### config.mk
export PLATFORM = sky130hd
export DESIGN_NAME = tcw_front
export DESIGN_NICKNAME = d
export VERILOG_FILES = /design/src/hdl/tcw_pkg.sv /design/src/hdl/tcw_queue.sv /design/src/hdl/tcw_front.sv
export SDC_FILE = /design/constraint.sdc
export NUM_CORES = 1
export LEC_CHECK = 0
export BUFFER_PORTS_ARGS = -buffer_cell sky130_fd_sc_hd__buf_4
export CAP_MARGIN = 20
export CELL_PAD_IN_SITES_DETAIL_PLACEMENT = 2
export CELL_PAD_IN_SITES_GLOBAL_PLACEMENT = 2
export CORE_MARGIN = 2
export CORE_UTILIZATION = 36
export DETAILED_ROUTE_END_ITERATION = 7
export PLACE_DENSITY = 0.76
export REMOVE_ABC_BUFFERS = 1
export SYNTH_ARGS = -nofsm -noshare
export SYNTH_HDL_FRONTEND = slang
export SYNTH_HIERARCHICAL = 1
export SYNTH_SLANG_ARGS = --single-unit
### constraint.sdc
create_clock -name clock -period 2.92 [get_ports clock]
set_clock_uncertainty 0.2 [all_clocks]
set_input_delay 0.584 -clock clock [delete_from_list [all_inputs] [get_ports clock]]
set_output_delay 0.584 -clock clock [all_outputs]
set_load 0.1 [all_outputs]
### src/hdl/tcw_pkg.sv
// ----------------------------------------------------------------------------
// tcw_pkg
// shared types, constants and codes of the text console writer
// ----------------------------------------------------------------------------
package tcw_pkg;

   // screen geometry
   localparam int COLUMNS    = 80;
   localparam int ROWS       = 25;
   localparam int TAB_WIDTH  = 8;
   localparam int CELL_COUNT = ROWS * COLUMNS;

   // field widths
   localparam int OP_W   = 2;
   localparam int CHAR_W = 8;
   localparam int ATTR_W = 8;
   localparam int ROW_W  = 5;
   localparam int COL_W  = 7;
   localparam int CELL_W = ATTR_W + CHAR_W;
   localparam int LOC_W  = 11;
   localparam int ADDR_W = $clog2(CELL_COUNT);

   // request queue between front and back
   localparam int QUEUE_DEPTH = 2;
   localparam int QPTR_W      = $clog2(QUEUE_DEPTH);
   localparam int QCNT_W      = $clog2(QUEUE_DEPTH + 1);

   // attribute after reset
   localparam logic [ATTR_W-1:0] ATTR_RESET = 8'h0F;

   // character codes
   localparam logic [CHAR_W-1:0] CHAR_BS    = 8'h08;
   localparam logic [CHAR_W-1:0] CHAR_TAB   = 8'h09;
   localparam logic [CHAR_W-1:0] CHAR_LF    = 8'h0A;
   localparam logic [CHAR_W-1:0] CHAR_CR    = 8'h0D;
   localparam logic [CHAR_W-1:0] CHAR_SPACE = 8'h20;
   localparam logic [CHAR_W-1:0] CHAR_LAST  = 8'h7F;

   // request opcodes
   typedef enum logic [OP_W-1:0] {
      OP_PUT    = 2'd0,
      OP_CLEAR  = 2'd1,
      OP_READ   = 2'd2,
      OP_UNUSED = 2'd3
   } opcode_type;

   // classified command kinds
   typedef enum logic [2:0] {
      CMD_WRITE = 3'd0,
      CMD_BACK  = 3'd1,
      CMD_TAB   = 3'd2,
      CMD_CR    = 3'd3,
      CMD_LF    = 3'd4,
      CMD_CLEAR = 3'd5,
      CMD_READ  = 3'd6,
      CMD_NOP   = 3'd7
   } cmd_kind_type;

   typedef struct packed {
      logic [OP_W-1:0]   opcode;
      logic [CHAR_W-1:0] char_byte;
      logic [ROW_W-1:0]  read_row;
      logic [COL_W-1:0]  read_column;
   } req_type;

   typedef struct packed {
      logic [LOC_W-1:0]  cursor_location;
      logic [ROW_W-1:0]  top_row;
      logic [CELL_W-1:0] read_cell;
      logic              read_valid;
   } rsp_type;

   typedef struct packed {
      cmd_kind_type      kind;
      logic [CHAR_W-1:0] char_byte;
      logic [ROW_W-1:0]  read_row;
      logic [COL_W-1:0]  read_column;
   } cmd_type;

endpackage

### src/hdl/tcw_queue.sv
// ----------------------------------------------------------------------------
// tcw_queue
// short first-in first-out queue of classified commands
// ----------------------------------------------------------------------------
module tcw_queue (
   input  logic             clock,
   input  logic             reset,
   input  logic             push,
   input  tcw_pkg::cmd_type push_cmd,
   output logic             full,
   input  logic             pop,
   output logic             empty,
   output tcw_pkg::cmd_type head_cmd
);

   tcw_pkg::cmd_type               slot_ff [tcw_pkg::QUEUE_DEPTH];
   logic [tcw_pkg::QPTR_W-1:0]     wr_ptr_ff, wr_ptr_in;
   logic [tcw_pkg::QPTR_W-1:0]     rd_ptr_ff, rd_ptr_in;
   logic [tcw_pkg::QCNT_W-1:0]     count_ff, count_in;

   localparam logic [tcw_pkg::QPTR_W-1:0] LAST_SLOT =
      tcw_pkg::QPTR_W'(tcw_pkg::QUEUE_DEPTH - 1);
   localparam logic [tcw_pkg::QCNT_W-1:0] DEPTH_CNT =
      tcw_pkg::QCNT_W'(tcw_pkg::QUEUE_DEPTH);

   assign full     = (count_ff == DEPTH_CNT);
   assign empty    = (count_ff == '0);
   assign head_cmd = slot_ff[rd_ptr_ff];

   // pointer and fill count
   always_comb begin
      wr_ptr_in = wr_ptr_ff;
      rd_ptr_in = rd_ptr_ff;
      count_in  = count_ff;
      if (push) begin
         wr_ptr_in = (wr_ptr_ff == LAST_SLOT) ? '0 : wr_ptr_ff + 1'b1;
      end
      if (pop) begin
         rd_ptr_in = (rd_ptr_ff == LAST_SLOT) ? '0 : rd_ptr_ff + 1'b1;
      end
      if (push && !pop) begin
         count_in = count_ff + 1'b1;
      end else if (pop && !push) begin
         count_in = count_ff - 1'b1;
      end
   end

   always_ff @(posedge clock) begin
      if (reset) begin
         wr_ptr_ff <= '0;
         rd_ptr_ff <= '0;
         count_ff  <= '0;
      end else begin
         wr_ptr_ff <= wr_ptr_in;
         rd_ptr_ff <= rd_ptr_in;
         count_ff  <= count_in;
      end
   end

   // slot storage
   always_ff @(posedge clock) begin
      if (push) begin
         slot_ff[wr_ptr_ff] <= push_cmd;
      end
   end

endmodule

### src/hdl/tcw_front.sv
// ----------------------------------------------------------------------------
// tcw_front
// accepts requests, sorts them into command kinds and queues them
// ----------------------------------------------------------------------------
module tcw_front (
   input  logic             clock,
   input  logic             reset,
   input  logic             req_valid,
   output logic             req_stall,
   input  tcw_pkg::req_type req_payload,
   input  logic             back_init,
   input  logic             pop,
   output logic             empty,
   output tcw_pkg::cmd_type head_cmd
);

   tcw_pkg::cmd_type cmd;
   logic             full;
   logic             push;

   // no request taken while the store is being cleared after reset
   assign req_stall = full || back_init;
   assign push      = req_valid && !req_stall;

   // classify the request
   always_comb begin
      cmd.char_byte   = req_payload.char_byte;
      cmd.read_row    = req_payload.read_row;
      cmd.read_column = req_payload.read_column;
      cmd.kind        = tcw_pkg::CMD_NOP;
      unique case (tcw_pkg::opcode_type'(req_payload.opcode))
         tcw_pkg::OP_PUT: begin
            if (req_payload.char_byte == tcw_pkg::CHAR_BS) begin
               cmd.kind = tcw_pkg::CMD_BACK;
            end else if (req_payload.char_byte == tcw_pkg::CHAR_TAB) begin
               cmd.kind = tcw_pkg::CMD_TAB;
            end else if (req_payload.char_byte == tcw_pkg::CHAR_CR) begin
               cmd.kind = tcw_pkg::CMD_CR;
            end else if (req_payload.char_byte == tcw_pkg::CHAR_LF) begin
               cmd.kind = tcw_pkg::CMD_LF;
            end else if (req_payload.char_byte >= tcw_pkg::CHAR_SPACE &&
                         req_payload.char_byte <= tcw_pkg::CHAR_LAST) begin
               cmd.kind = tcw_pkg::CMD_WRITE;
            end
         end
         tcw_pkg::OP_CLEAR: begin
            cmd.kind = tcw_pkg::CMD_CLEAR;
         end
         tcw_pkg::OP_READ: begin
            // an out-of-range read answers like a no-op
            if (req_payload.read_row < tcw_pkg::ROW_W'(tcw_pkg::ROWS) &&
                req_payload.read_column < tcw_pkg::COL_W'(tcw_pkg::COLUMNS)) begin
               cmd.kind = tcw_pkg::CMD_READ;
            end
         end
         default: begin
            cmd.kind = tcw_pkg::CMD_NOP;
         end
      endcase
   end

   tcw_queue u_queue (
      .clock    (clock),
      .reset    (reset),
      .push     (push),
      .push_cmd (cmd),
      .full     (full),
      .pop      (pop),
      .empty    (empty),
      .head_cmd (head_cmd)
   );

endmodule

==> results by group <==
Critical path
  • Critical path class: flop to output pin
  • Buffers plus inverters on the worst setup path: 2
  • Arr. time, crit path: 1.58 ns
  • Worst path slowest cell: mux2_2
  • CP delay by family, top: buffers and inverters
  • Crit Path Max Fanout: 23
  • Startpoint type of the worst setup path: flop
  • Worst path most repeated cell: buf_4
  • CP endpoint kind: output pin
  • CP Cell Sequence: buf_4, mux2_2, buf_4
  • Max stage delay on crit path: roughly 0.40 ns
  • Req. time, crit path: 2.14 ns

Clocking
  • CTS Buf Count: 5
  • Hold-fix buffers, CTS: 0
  • Cts repair resizes: 0
  • Post-CTS setup buffers: 0
  • CTS tree: yes
  • Worst skew pair latency: 0.30 ns
  • Clock Path Buffers: 2
  • Sink Count: roughly 50
  • H-tree Lvls: 2
  • Clock-pin slew of the registers on the worst-case setup and hold paths: 0.09 ns
  • Clock Root Buffer: clkbuf_8

Detailed routing
  • Vias per inst: slightly below 5
  • 1st-pass router iterations: 5
  • Drc violations: 0
  • DRT iter0 DRCs: 75
  • Routed wire length: between 4 and 5 mm
  • Final ANT Viol Nets: 0
  • Detailed-route via count: roughly 1200
  • Wire length per cell: approximately 19 um

Timing
  • Slew margin rel.: approximately three quarters
  • Slew Viols, Final: 0
  • Worst slew pin tran: 0.369 ns
  • Fin. Hold Viols: 0
  • Achievable Freq: approximately 0.42 GHz
  • Setup_tns: 0 ns
  • RSZ-0062 raised after global routing: no
  • Setup violators final: 0
  • Final cycle utilization of the critical path: 80.8%
  • Hold slack: about 0.26 ns
  • Final min period: around 2.4 ns
  • PnR worst setup slack: 0.561 ns

Min path
  • Hold Crit Class: input pin to flop

Place
  • IO Port Bufs: 51
  • Placed Cells: 247
  • Worst slack, placed: between 0.5 and 0.6 ns
  • Placed wire-length estimate: between 3 and 4 mm
  • RePlAce Congestion: 0.696

Synth
  • Register area share after synthesis: between 70% and 80%
  • Top-area cell type share of the netlist area: 66.5%
  • Mapped Area: 2080 sq um
  • Area leader, netlist: edfxtp_1
  • Syn Inst Count: ~120
  • Synth cell types: 28
  • Synthesis Warnings: 6
  • Yosys reg bits: between 50 and 60
  • Top post-synthesis cells by area: edfxtp_1 (67%), mux2_2 (12%), dfxtp_1 (4.8%)
  • Syn Area/Cell: 16.9 sq um

Cells and area
  • Area Overhead vs Synth: 29.8%
  • Layout cells sized above 1: 49.7%
  • Fillers: 540
  • Nets@finish: about 210
  • Finished Layout Cells: 255
  • # diodes: 0

Floorplanning
  • Area of the core: about 5500 sq um
  • Std-Cell Rows: 27
  • I/O pins: 52
  • Die Wd: around 80 um
  • Die Height: approximately 80 um
  • Die Footprint: about 6400 sq um
  • Initial Util: a little under two fifths

Global route
  • Number of global-route vias before repair: ~1400
  • All-Layer GR Usage: around 17%
  • Global-route wire length before repair: between 7 and 8 mm
  • Total congestion overflow: 0
  • Antenna violations before repair: 0
  • Largest net degree at the start of global routing: 24

Power and ir drop
  • Pleak: slightly above 1 nW
  • Pwr per Cell Area: about 720 nW/um^2
  • VDD IR max: about 0.00033 V

Run
  • Max Cap Violations: 0

Run status
  • Status: finished clean
[cells by family after synthesis]
kind of cell | share of synthesized area [%]
AOI/OAI and AO/OA | 3.44
DFF | 71.4
adders and majority gates | 3.01
xor gates and xnor gates | 1.69
and+or+nand+nor | 6.39
buffers and inverters | 1.63
muxes | 12.5
[synth_stat cells, drive strengths merged]
cell	instances
o2111a	1
nand2b	1
and2	1
o21ai	4
inv	5
nor3	2
o21ba	1
or3	2
xnor2	2
nor2b	1
xor2	2
a21oi	2
o2111ai	1
and2b	1
or4b	2
or2	1
dfxtp	5
ha	5
mux2	23
nor2	11
nand4	1
edfxtp	46
o211ai	1
buf	2
[power breakdown]
| part | leakage (nW) | internal, mW | switching (mW) |
|---|---|---|---|
| Combinational | 0.493 | 0.130 | 0.382 |
| Clock | 0.0644 | 0.342 | 0.236 |
| Sequential | 0.462 | 0.841 | 0.0166 |
[path summary, 6_finish.rpt]
check	start	to	slack, ns	depth (start not counted)
hold reg to reg	u_queue/rd_ptr_ff$_SDFFE_PP0P_	u_queue/rd_ptr_ff$_SDFFE_PP0P_	0.34	2
setup reg to reg	u_queue/count_ff[0]$_SDFFE_PP0P_	u_queue/count_ff[1]$_SDFFE_PP0P_	0.65	6
hold / removal	req_payload[1]	u_queue/slot_ff[0][1]$_DFFE_PP_	0.26	1
setup / recovery	flop	head_cmd[6]	0.56	3
[stage by stage]
| stage | cell area [sq um] | util, % | power, mW |
|---|---|---|---|
| finish | 2700 | 48.6 | 1.95 |
| floorplan | 2060 | - | 1.25 |
| global placement | 2560 | 46.2 | 1.37 |
| global route | 2700 | 48.6 | 2.01 |
| CTS | 2700 | 48.6 | 1.97 |
| detailed placement | 2560 | 46.2 | 1.39 |
[metal layers]
| metal | wire length [um] | GRT usage, % |
|---|---|---|
| met5 | 0 | 0 |
| met4 | 59 | 5.08 |
| met3 | 177 | 3.39 |
| met2 | 2680 | 31.2 |
| met1 | 2000 | 19.6 |
[area by class of cell]
type | instances | area (sq um) | share of cell area (%)
Clock buffer | 5 | 68.8 | 2.55
Clock inverter | 3 | 67.6 | 2.51
Multi-Input combinational cell | 65 | 563 | 20.9
Timing Repair Buffer | 54 | 405 | 15.0
Inverter | 5 | 18.8 | 0.696
Tap cell | 72 | 90.1 | 3.34
Sequential cell | 51 | 1480 | 55.0
[flip-flops by register name, indices dropped and copies added, names as in the netlist, named ones only]
signal	flops
u_queue/count_ff	2
u_queue/wr_ptr_ff	1
u_queue/rd_ptr_ff	1
u_queue/slot_ff	46
[placed cells by master (no fill, tap or decap), types with 2 or more instances in the layout]
cell type   n
inv_1       5
or3_1       2
mux2_2     23
bufinv_16   2
xnor2_1     2
nor2_1     11
dfxtp_1     5
clkbuf_8    5
ha_1        5
xor2_1      2
edfxtp_1   46
o21ai_0     2
o21ai_1     2
buf_4      54
No activity file was read; power rests on OpenSTA's default activity.
